<file path="src/hdl/pirc_pkg.sv">
// Shared types, constants and the test micro-program for the point-in-region classifier.
`default_nettype none
package pirc_pkg;

    localparam int MAX_REGIONS = 32;
    localparam int NVAL        = 8;
    localparam int VAL_W       = 32;
    localparam int IDX_W       = $clog2(MAX_REGIONS);
    localparam int CNT_W       = $clog2(MAX_REGIONS + 1);
    localparam int WORD_W      = $clog2(NVAL);
    localparam int ADDR_W      = IDX_W + WORD_W;
    localparam int MEM_DEPTH   = MAX_REGIONS * NVAL;
    localparam int LIMB_W      = 32;
    localparam int OPND_LIMBS  = 5;
    localparam int OPND_W      = OPND_LIMBS * LIMB_W;
    localparam int LCNT_W      = 3;
    localparam int PROD_W      = 224;
    localparam int ACC_W       = 72;
    localparam int RAD_W       = 104;
    localparam int X_W         = 144;
    localparam int PC_W        = 5;

    typedef enum logic [1:0] {
        OP_LOAD  = 2'd0,
        OP_TEST  = 2'd1,
        OP_CLEAR = 2'd2
    } op_t;

    typedef enum logic [1:0] {
        KIND_SPHERE = 2'd0,
        KIND_BOX    = 2'd1,
        KIND_CONE   = 2'd2
    } kind_t;

    typedef enum logic [3:0] {
        ST_IDLE,
        ST_DECODE,
        ST_WRITE,
        ST_FETCH,
        ST_EVAL,
        ST_ISSUE,
        ST_WAIT,
        ST_STEP,
        ST_DONE
    } state_t;

    // multiplier operand sources
    typedef enum logic [3:0] {
        SRC_E0, SRC_E1, SRC_E2,
        SRC_Q0, SRC_Q1, SRC_Q2,
        SRC_R0, SRC_R1,
        SRC_L, SRC_P, SRC_T, SRC_LMT, SRC_X, SRC_R
    } src_t;

    typedef enum logic [2:0] {
        DST_L, DST_P, DST_T, DST_X, DST_R, DST_W1, DST_W2
    } dst_t;

    typedef enum logic [1:0] {
        MODE_SET, MODE_ADD, MODE_SUB
    } mode_t;

    typedef struct packed {
        src_t  a;
        src_t  b;
        dst_t  dst;
        mode_t mode;
    } uop_t;

    localparam logic [PC_W-1:0] PC_SPH_START  = PC_W'(0);
    localparam logic [PC_W-1:0] PC_SPH_END    = PC_W'(3);
    localparam logic [PC_W-1:0] PC_CONE_START = PC_W'(4);
    localparam logic [PC_W-1:0] PC_CONE_CHK   = PC_W'(12);
    localparam logic [PC_W-1:0] PC_CONE_END   = PC_W'(18);

    typedef struct packed {
        logic [1:0]                  operation;
        logic [1:0]                  region_kind;
        logic [NVAL-1:0][VAL_W-1:0]  value;
        logic [31:0]                 point_tag;
    } item_t;

    typedef struct packed {
        logic              item_load;
        logic              wr_en;
        logic              rd_en;
        logic              mirror;
        logic [1:0]        axis;
        logic [IDX_W-1:0]  idx;
        logic [WORD_W-1:0] word;
        logic              kind_we;
        logic              mul_start;
        uop_t              uop;
        logic              out_load;
        logic              out_hit;
        logic              out_ovf;
    } cmd_t;

    typedef struct packed {
        logic [1:0] op;
        logic [1:0] kind;
        logic       load_ok;
        logic [1:0] ent_kind;
        logic       box_hit;
        logic       sph_hit;
        logic       cone_reject;
        logic       cone_hit;
        logic       mul_done;
    } stat_t;

    // sphere: P = |d|^2, W2 = r^2
    // cone: L = |e|^2, P = |q|^2, T = q.e, X = P*L - T^2, W1 = L*X,
    //       R = r0*(L-T) + r1*T, W2 = R^2
    function automatic uop_t prog(input logic [PC_W-1:0] pc);
        uop_t u;
        unique case (pc)
            5'd0:    u = '{SRC_Q0, SRC_Q0, DST_P, MODE_SET};
            5'd1:    u = '{SRC_Q1, SRC_Q1, DST_P, MODE_ADD};
            5'd2:    u = '{SRC_Q2, SRC_Q2, DST_P, MODE_ADD};
            5'd3:    u = '{SRC_R0, SRC_R0, DST_W2, MODE_SET};
            5'd4:    u = '{SRC_E0, SRC_E0, DST_L, MODE_SET};
            5'd5:    u = '{SRC_E1, SRC_E1, DST_L, MODE_ADD};
            5'd6:    u = '{SRC_E2, SRC_E2, DST_L, MODE_ADD};
            5'd7:    u = '{SRC_Q0, SRC_Q0, DST_P, MODE_SET};
            5'd8:    u = '{SRC_Q1, SRC_Q1, DST_P, MODE_ADD};
            5'd9:    u = '{SRC_Q2, SRC_Q2, DST_P, MODE_ADD};
            5'd10:   u = '{SRC_E0, SRC_Q0, DST_T, MODE_SET};
            5'd11:   u = '{SRC_E1, SRC_Q1, DST_T, MODE_ADD};
            5'd12:   u = '{SRC_E2, SRC_Q2, DST_T, MODE_ADD};
            5'd13:   u = '{SRC_P, SRC_L, DST_X, MODE_SET};
            5'd14:   u = '{SRC_T, SRC_T, DST_X, MODE_SUB};
            5'd15:   u = '{SRC_L, SRC_X, DST_W1, MODE_SET};
            5'd16:   u = '{SRC_R0, SRC_LMT, DST_R, MODE_SET};
            5'd17:   u = '{SRC_R1, SRC_T, DST_R, MODE_ADD};
            5'd18:   u = '{SRC_R, SRC_R, DST_W2, MODE_SET};
            default: u = '{SRC_Q0, SRC_Q0, DST_P, MODE_SET};
        endcase
        return u;
    endfunction

    // number of 32-bit limbs each operand can occupy
    function automatic logic [LCNT_W-1:0] src_limbs(input src_t s);
        logic [LCNT_W-1:0] n;
        unique case (s)
            SRC_L, SRC_P, SRC_T, SRC_LMT: n = LCNT_W'(3);
            SRC_X:                        n = LCNT_W'(5);
            SRC_R:                        n = LCNT_W'(4);
            default:                      n = LCNT_W'(1);
        endcase
        return n;
    endfunction

endpackage
`default_nettype wire

</file>
<file path="src/hdl/pirc_ctrl.sv">
// Sequencer: loads, clears, table walk and micro-program stepping for tests.
`default_nettype none
module pirc_ctrl (
    input  wire logic            clk,
    input  wire logic            rst_n,
    input  wire logic            in_valid,
    output logic                 in_ready,
    output logic                 out_valid,
    input  wire logic            out_ready,
    input  wire logic            cfg_we,
    input  wire logic [1:0]      cfg_wdata,
    input  wire pirc_pkg::stat_t stat,
    output pirc_pkg::cmd_t       cmd
);
    import pirc_pkg::*;

    localparam logic [CNT_W-1:0] CNT_MAX = CNT_W'(MAX_REGIONS);

    state_t            state_reg, state_next;
    logic [CNT_W-1:0]  count_reg, count_next;
    logic              ovf_reg, ovf_next;
    logic [1:0]        mirror_reg;
    logic [WORD_W-1:0] word_reg, word_next;
    logic              mpass_reg, mpass_next;
    logic [IDX_W-1:0]  idx_reg, idx_next;
    logic [PC_W-1:0]   pc_reg, pc_next;
    logic              hit_reg, hit_next;
    logic              out_valid_reg, out_valid_next;
    logic              last_entry;

    always_ff @(posedge clk or negedge rst_n)
    begin
        if (!rst_n)
        begin
            state_reg     <= ST_IDLE;
            count_reg     <= '0;
            ovf_reg       <= 1'b0;
            mirror_reg    <= '0;
            word_reg      <= '0;
            mpass_reg     <= 1'b0;
            idx_reg       <= '0;
            pc_reg        <= '0;
            hit_reg       <= 1'b0;
            out_valid_reg <= 1'b0;
        end
        else
        begin
            state_reg     <= state_next;
            count_reg     <= count_next;
            ovf_reg       <= ovf_next;
            word_reg      <= word_next;
            mpass_reg     <= mpass_next;
            idx_reg       <= idx_next;
            pc_reg        <= pc_next;
            hit_reg       <= hit_next;
            out_valid_reg <= out_valid_next;
            if (cfg_we)
                mirror_reg <= cfg_wdata;
        end
    end

    assign last_entry = (CNT_W'(idx_reg) == count_reg - CNT_W'(1));
    assign out_valid  = out_valid_reg;

    always_comb
    begin
        state_next     = state_reg;
        count_next     = count_reg;
        ovf_next       = ovf_reg;
        word_next      = word_reg;
        mpass_next     = mpass_reg;
        idx_next       = idx_reg;
        pc_next        = pc_reg;
        hit_next       = hit_reg;
        out_valid_next = out_valid_reg && !out_ready;
        in_ready       = 1'b0;

        cmd           = '0;
        cmd.mirror    = mpass_reg;
        cmd.axis      = mirror_reg;
        cmd.word      = word_reg;
        cmd.idx       = idx_reg;
        cmd.uop       = prog(pc_reg);
        cmd.out_hit   = hit_reg;
        cmd.out_ovf   = ovf_reg;

        unique case (state_reg)
            ST_IDLE:
            begin
                in_ready = 1'b1;
                if (in_valid)
                begin
                    cmd.item_load = 1'b1;
                    state_next    = ST_DECODE;
                end
            end
            ST_DECODE:
            begin
                unique case (stat.op)
                    OP_LOAD:
                    begin
                        if (!stat.load_ok)
                            state_next = ST_IDLE;
                        else if (count_reg == CNT_MAX)
                        begin
                            ovf_next   = 1'b1;
                            state_next = ST_IDLE;
                        end
                        else
                        begin
                            word_next  = '0;
                            mpass_next = 1'b0;
                            state_next = ST_WRITE;
                        end
                    end
                    OP_TEST:
                    begin
                        hit_next  = 1'b0;
                        idx_next  = '0;
                        word_next = '0;
                        state_next = (count_reg == '0) ? ST_DONE : ST_FETCH;
                    end
                    OP_CLEAR:
                    begin
                        count_next = '0;
                        ovf_next   = 1'b0;
                        state_next = ST_IDLE;
                    end
                    default:
                        state_next = ST_IDLE;
                endcase
            end
            ST_WRITE:
            begin
                cmd.wr_en = 1'b1;
                cmd.idx   = count_reg[IDX_W-1:0];
                word_next = word_reg + WORD_W'(1);
                if (word_reg == WORD_W'(NVAL - 1))
                begin
                    cmd.kind_we = 1'b1;
                    count_next  = count_reg + CNT_W'(1);
                    if (!mpass_reg && mirror_reg != 2'd0)
                    begin
                        if (count_reg + CNT_W'(1) == CNT_MAX)
                        begin
                            ovf_next   = 1'b1;
                            state_next = ST_IDLE;
                        end
                        else
                        begin
                            mpass_next = 1'b1;
                        end
                    end
                    else
                    begin
                        state_next = ST_IDLE;
                    end
                end
            end
            ST_FETCH:
            begin
                cmd.rd_en = 1'b1;
                word_next = word_reg + WORD_W'(1);
                if (word_reg == WORD_W'(NVAL - 1))
                    state_next = ST_EVAL;
            end
            ST_EVAL:
            begin
                unique case (stat.ent_kind)
                    KIND_SPHERE:
                    begin
                        pc_next    = PC_SPH_START;
                        state_next = ST_ISSUE;
                    end
                    KIND_CONE:
                    begin
                        pc_next    = PC_CONE_START;
                        state_next = ST_ISSUE;
                    end
                    default:
                    begin
                        hit_next = hit_reg || stat.box_hit;
                        if (hit_next || last_entry)
                            state_next = ST_DONE;
                        else
                        begin
                            idx_next   = idx_reg + IDX_W'(1);
                            state_next = ST_FETCH;
                        end
                    end
                endcase
            end
            ST_ISSUE:
            begin
                cmd.mul_start = 1'b1;
                state_next    = ST_WAIT;
            end
            ST_WAIT:
            begin
                if (stat.mul_done)
                    state_next = ST_STEP;
            end
            ST_STEP:
            begin
                priority if (pc_reg == PC_SPH_END || pc_reg == PC_CONE_END
                             || (pc_reg == PC_CONE_CHK && stat.cone_reject))
                begin
                    if (pc_reg == PC_SPH_END)
                        hit_next = hit_reg || stat.sph_hit;
                    else if (pc_reg == PC_CONE_END)
                        hit_next = hit_reg || stat.cone_hit;
                    if (hit_next || last_entry)
                        state_next = ST_DONE;
                    else
                    begin
                        idx_next   = idx_reg + IDX_W'(1);
                        word_next  = '0;
                        state_next = ST_FETCH;
                    end
                end
                else
                begin
                    pc_next    = pc_reg + PC_W'(1);
                    state_next = ST_ISSUE;
                end
            end
            ST_DONE:
            begin
                if (!out_valid_reg || out_ready)
                begin
                    cmd.out_load   = 1'b1;
                    out_valid_next = 1'b1;
                    state_next     = ST_IDLE;
                end
            end
            default:
                state_next = ST_IDLE;
        endcase
    end

`ifndef SYNTHESIS
    a_count_bound: assert property (@(posedge clk) disable iff (!rst_n)
        count_reg <= CNT_MAX)
        else $error("region count past table size");
    a_done_in_wait: assert property (@(posedge clk) disable iff (!rst_n)
        stat.mul_done |-> state_reg == ST_WAIT)
        else $error("multiply finished outside wait state");
    a_out_slot_free: assert property (@(posedge clk) disable iff (!rst_n)
        cmd.out_load |-> (!out_valid_reg || out_ready))
        else $error("result overwritten before taken");
    a_write_below_full: assert property (@(posedge clk) disable iff (!rst_n)
        cmd.wr_en |-> count_reg < CNT_MAX)
        else $error("table write while full");
`endif

endmodule
`default_nettype wire

</file>
<file path="config.mk">
export PLATFORM = sky130hd
export DESIGN_NAME = pirc_ctrl
export DESIGN_NICKNAME = d
export VERILOG_FILES = /design/src/hdl/pirc_pkg.sv /design/src/hdl/pirc_ctrl.sv
export SDC_FILE = /design/constraint.sdc
export NUM_CORES = 1
export LEC_CHECK = 0
export BUFFER_PORTS_ARGS = -buffer_cell sky130_fd_sc_hd__buf_2
export CAP_MARGIN = 5
export CORE_MARGIN = 2
export CORE_UTILIZATION = 37
export CTS_BUF_LIST = sky130_fd_sc_hd__clkbuf_8
export DETAILED_ROUTE_END_ITERATION = 6
export GPL_TIMING_DRIVEN = 0
export HOLD_SLACK_MARGIN = 0.12
export MAX_ROUTING_LAYER = met4
export PLACE_DENSITY = 0.62
export SLEW_MARGIN = 20
export SYNTH_ARGS = -nofsm -noshare
export SYNTH_HDL_FRONTEND = slang
export SYNTH_SLANG_ARGS = --single-unit
</file>
<file path="constraint.sdc">
create_clock -name clk -period 2.65 [get_ports clk]
set_clock_uncertainty 0.15 [all_clocks]
set_input_delay 0 -clock clk [delete_from_list [all_inputs] [get_ports clk]]
set_output_delay 0 -clock clk [all_outputs]
set_load 0.03 [all_outputs]
</file>
== Word level (Yosys, flattened, before mapping) ==
Memories as Yosys holds them, arrays and structs flattened.
Cells that the tools add are included.

* Bits in registers: 29
* Memories kept: 1
* Bits in read-only memories: 416
* Word-level logic and storage cells: 161
* Output and inout port bits: 34
* Input port bits: 19

{| class="wikitable"
|+ Memories
! memory !! depth !! width !! rd ports !! clocked after memory_dff !! write ports !! line !! RTL
|-
| (no name shown) || 32 || 13 || 1 || 0 || 0 || pirc_pkg.sv:116 || <nowiki>unique case (pc)</nowiki>
|}

* Mux-type cells: 69
* Reductions and logical operators: 33
* Equal/unequal tests: 43
* Add/sub/neg operators: 5

{| class="wikitable"
|+ Operators by type and width
! cell !! number
|-
| 4-bit 2-to-1 mux || 12
|-
| 4-bit one-hot mux with 9 select lines || 1
|-
| 5-bit 2-to-1 mux || 7
|-
| 2-bit != test, second input constant || 17
|-
| 1-bit 2-to-1 mux || 30
|-
| 5-bit one-hot mux with 2 select lines || 2
|-
| 3-bit != test, second input constant || 6
|-
| 6-bit AND reduction || 3
|-
| 4-bit by 3-bit equality test with 1-bit output, second input constant || 4
|-
| 5-bit one-hot mux with 3 select lines || 1
|-
| 7-bit AND reduction || 2
|-
| 6-bit equality test, second input constant || 2
|-
| 3-bit 2-to-1 mux || 4
|-
| 6-bit 2-to-1 mux || 2
|-
| 6-bit one-hot mux with 2 select lines || 1
|-
| 5-bit by 1-bit adder with 5-bit output, second input constant || 2
|-
| 3-bit one-hot mux with 3 select lines || 1
|-
| 4-bit by 2-bit equality test with 1-bit output, second input constant || 2
|-
| 1-bit logical OR || 8
|-
| 4-bit one-hot mux with 2 select lines || 1
|-
| 6-bit by 1-bit adder with 6-bit output, second input constant || 1
|-
| 5-bit by 6-bit equality test with 1-bit output || 1
|-
| 6-bit zero test || 1
|-
| 1-bit one-hot mux with 2 select lines || 3
|-
| other kinds (24) || 36
|}

== Depth between registers and ports, before layout ==
* Depth after elaboration: 9
* Depth in mapped cells: 9
* Gate-level depth less buffers: 9

== Worst setup path before layout ==
No wires, ideal clock.

* Path kind: flip-flop to flip-flop
* From: register pc_reg[0]
* To: register idx_reg[4]
* Slack: 0.322 ns
* Required time: 2.423 ns
* Clock period less this slack: 2.328 ns
* Setup time: 0.077 ns
* Stages on the path, launching flop included: 8
* Arrival: 2.100 ns
* Path buffers: 0
* Path through: dfrtp_1 > ha_1 > or3b_4 > a21oi_4 > a2bb2oi_2 > nand2_2 > or4_1 > a21oi_1

* Cells in the longest elaborated chain, start to end: 8
* Elaborated cells between the ends (all ways): 14
* Classes of those cells: eq/ne (5); mux (4); reduce/logical (5)

{| class="wikitable"
|+ RTL lines
! item !! line !! RTL
|-
| start, declared || pirc_ctrl.sv:26 || <nowiki>logic [PC_W-1:0] pc_reg, pc_next;</nowiki>
|-
| start signal, assigned || pirc_ctrl.sv:54 || <nowiki>pc_reg <= pc_next;</nowiki>
|-
| 5-bit equality test || pirc_ctrl.sv:205, pirc_ctrl.sv:210 ||
|-
| 1-bit 2-to-1 mux || pirc_ctrl.sv:210 || <nowiki>else if (pc_reg == PC_CONE_END)</nowiki>
|-
| 1-bit 2-to-1 mux || pirc_ctrl.sv:208 || <nowiki>if (pc_reg == PC_SPH_END)</nowiki>
|-
| 1-bit 2-to-1 mux || pirc_ctrl.sv:205 || <nowiki>priority if (pc_reg == PC_SPH_END || pc_reg == PC_CONE_END</nowiki>
|-
| 1-bit 2-to-1 mux || pirc_ctrl.sv:87 || <nowiki>unique case (state_reg)</nowiki>
|-
| 1-bit logical OR || pirc_ctrl.sv:212 || <nowiki>if (hit_next || last_entry)</nowiki>
|-
| 2-bit != test (no source line) || - ||
|-
| 6-bit AND reduction (no source line) (*) || - ||
|-
| end signal, assigned || pirc_ctrl.sv:53 || <nowiki>idx_reg <= idx_next;</nowiki>
|-
| end, declared || pirc_ctrl.sv:25 || <nowiki>logic [IDX_W-1:0] idx_reg, idx_next;</nowiki>
|}

Mark *: on every way between the ends. The rest lies on a longest branch, timed or not. The select of a mux whose other input is x is not followed.
A chain may end at the register's enable or synchronous reset.

== Worst setup path in the final report ==
* From: register pc_reg[1]
* To: register idx_reg[4]

Same word-level chain as after synthesis.

==> summary.md <==
| Metric | Value |
|---|---|
| Number of nets still failing antenna checks after routing | 0 |
| CTS HTree Levels | 2 |
| Number of placed I/O pins | 53 |
| Area contributors post-synth | dfrtp_1 28%, ha_1 6.7%, o21ai_0 5.0% |
| Most frequent standard cell in the layout excluding fill and tap cells | buf_2 |
| Number of register bits inferred by synthesis | 29 |
| Static Leak | 1.46 nW |
| Mean post-synth cell area | 8.18 sq um |
| DR WL/cell | 14.6 microns |
| Synth Cell Area | 0.00261 sq mm |
| Terminus of the critical flop-to-flop path | idx_reg[4]$_DFFE_PN0P_ |
| Number of hold violations in the final report | 0 |
| Antenna diode count | 0 |
| Max Buffers Root-to-Sink | 2 |
| Setup crit end kind | flop |
| Startpoint Class | flop |
| Critical Path AT | 2.59 ns |
| Drc violations | 0 |
| Register area share after synthesis | 27.8% |
| Die footprint | 0.00774 sq mm |
| Post-Synthesis Net Count | 352 |
| Cell count of the worst reg-to-reg path | 7 |
| Timing-limited maximum frequency | 0.394 GHz |
| IR Drop Worst-Case VDD | 0.478 mV |
| Via count of the first global-routing pass | 2452 |
| Clock tree from TritonCTS | yes |
| Fill count | 689 |
| Placer congestion estimate | 0.847 |
| Routed Wire Length | 7.16 mm |
| Core footprint | 0.00679 sq mm |
| Number of vias after detailed routing | 2644 |
| Floorplan die width | 88.0 microns |
| Port Buffer Count | 50 |
| Commonest cells after routing, fill and taps aside | 56 x buf_2, 27 x nor2_1, 26 x dfrtp_1, 25 x o21ai_0, 24 x nand2_1 |
| Final Instance Area | 0.00327 sq mm |
| Share of the clock period used by the worst path after layout | 95.8% |
| Max FFs per register | 6 |
| Async set or reset register ratio after synthesis | 100% |
| Largest net degree at the start of global routing | 30 |
| Worst path required time | 2.71 ns |
| Area share of the leading cell type in the synthesized netlist | 27.8% |
| Count of pins over their slew limit | 0 |
| Cell type with the largest total area after synthesis | dfrtp_1 |
| FF-to-FF setup slack | 0.11 ns |
| Final-layout setup total negative slack | 0 ns |
| Total grt overflow | 0 |
| DPL Wire Length | 5.30 mm |
| Count of nets after finishing | 427 |
| Max-cap violations | 0 |
| Length of the first detailed-routing pass in iterations | 4 |
| Flip-flop cell with the highest count after synthesis | dfrtp_1 |
| Relative slew slack | 54.3% |
| Setup violators final | 0 |
| Clock Pin Slew Worst Setup and Hold Paths | 0.06 ns |
| Transition time at the pin with the least slew margin | 0.685 ns |
| Synthesized netlist cell count | 319 |
| Number of antenna violations at the first check in global routing | 0 |
| PwrDens | 800 mW/mm^2 |
| Critical setup path kind | flop to flop |
| Clock latency at the later pin of the worst-skew pair | 0.28 ns |
| Clock Sink Count | 29 |
| YS warnings | 0 |
| Instance area at placement | 0.00298 sq mm |
| Type of the most critical hold path | primary input to async pin |
| Cell variety after synth | 66 |
| Initial Utilization | 38.4% |
| Via count normalized by instance count | 5.38 |
| First-pass GRT wire length | 11.7 mm |
| Minimum clock period after layout | 2.54 ns |
| Worst-path fanout max | 8 |
| Critical R2R Launch | pc_reg[1]$_DFFE_PN0P_ |
| DIE HEIGHT | 88.0 microns |
| Clock root buffer master | clkbuf_8 |
| Clock buffers created by TritonCTS | 5 |
| Global-route total usage across every layer | 19.4% |
| Layout cell share with drive strength beyond 1 | 25.6% |
| Starting DRC count in detailed routing | 138 |
| Number of synthesized flops with an enable pin | 0 |
| Synthesis-to-layout area growth | 25.2% |
| Row count | 30 |
| Result of the run | completed |
[final cells by class]
type / count / area [sq um] / area share, %
clock inverters: 3 / 11.3 / 0.345
inverters: 14 / 52.6 / 1.61
well taps: 96 / 120 / 3.68
plain buffers: 21 / 113 / 3.45
multi-input cells: 255 / 1750 / 53.5
flip-flops and latches: 29 / 729 / 22.3
repair buffers: 68 / 423 / 12.9
clock buffers: 5 / 68.8 / 2.11
[metrics by stage]
| step | hold slack (ns) | utilization [%] | total power (W) | instances | setup WS [ns] |
|---|---|---|---|---|---|
| after floorplan | -0.446 | - | 0.00183 | 319 | 0.322 |
| after global placement | -0.0689 | 43.8 | 0.00218 | 465 | -0.0947 |
| after detailed placement | -0.0656 | 43.8 | 0.00221 | 465 | -0.141 |
| after CTS | 0.164 | 47.7 | 0.00260 | 491 | 0.0109 |
| after global routing | 0.191 | 48.1 | 0.00281 | 491 | -0.00526 |
| final | 0.142 | 48.1 | 0.00261 | 491 | 0.111 |
[cell families after synthesis]
logic type	count (synthesis)	synth area share, %
compound gates	102	26.0
xor+xnor	7	2.35
simple gates	121	26.3
fa+ha+maj	14	6.71
buf+inv	35	6.24
flops	29	27.8
mux	11	4.60
[Yosys cell counts, types with 3 or more instances]
master and number:
a211oi_1 5, a21o_1 4, a21oi_1 24, a22o_1 3
and2_1 3, and3_1 3, buf_2 7, buf_4 4
clkbuf_1 7, dfrtp_1 29, ha_1 14, inv_1 11
mux2_2 8, mux2i_1 3, nand2_1 24, nand2b_1 12
nand3_1 8, nand3b_1 3, nor2_1 27, nor2b_1 5
nor3_1 6, nor3b_1 4, o21ai_0 26, o22ai_1 7
o31ai_1 8, or4_1 3, xnor2_1 5
[critical path, stage by stage, from the launching register on]
cell and delay (ns):
dfrtp_2 0.45, ha_2 0.28, or3b_4 0.42, a21oi_4 0.18
a2bb2oi_2 0.22, nand2_2 0.13, or4_1 0.48, a21oi_1 0.16
[per-layer routing]
metal	global-route usage, %	up-vias	part of all wire [%]	routed length, microns
li1	-	1322	-	-
met1	27.9	1233	50	3570
met2	28.7	84	44	3160
met3	3.30	5	5.4	384
met4	4.06	0	0.68	49
met5	-	-	0	0
[power by group]
| group | total, W | switching [W] | leakage (nW) | internal [W] |
|---|---|---|---|---|
| clock | 0.000343 | 0.000168 | 0.0519 | 0.000175 |
| sequential | 0.000675 | 0.000116 | 0.363 | 0.000559 |
| combinational | 0.00160 | 0.000970 | 1.04 | 0.000627 |
[how the worst max path moves through the flow]
stage,cells after the start,slack [ns],to,startpoint
final,7,0.11,idx_reg[4]$_DFFE_PN0P_,pc_reg[1]$_DFFE_PN0P_
after global routing,8,-0.005,idx_reg[4]$_DFFE_PN0P_,pc_reg[1]$_DFFE_PN0P_
after CTS,7,0.01,idx_reg[4]$_DFFE_PN0P_,pc_reg[1]$_DFFE_PN0P_
after detailed placement,8,-0.14,idx_reg[4]$_DFFE_PN0P_,pc_reg[0]$_DFFE_PN0P_
after global placement,8,-0.09,idx_reg[4]$_DFFE_PN0P_,pc_reg[0]$_DFFE_PN0P_
after floorplan,7,0.32,idx_reg[4]$_DFFE_PN0P_,pc_reg[0]$_DFFE_PN0P_
[timing repair]
item                       CTS  global route
hold endpoints to repair    46             0
setup endpoints to repair    6             6
hold buffers                15             0
gates resized for setup      3             9
setup buffers                3             0
Power figures use the tool's default switching activity.
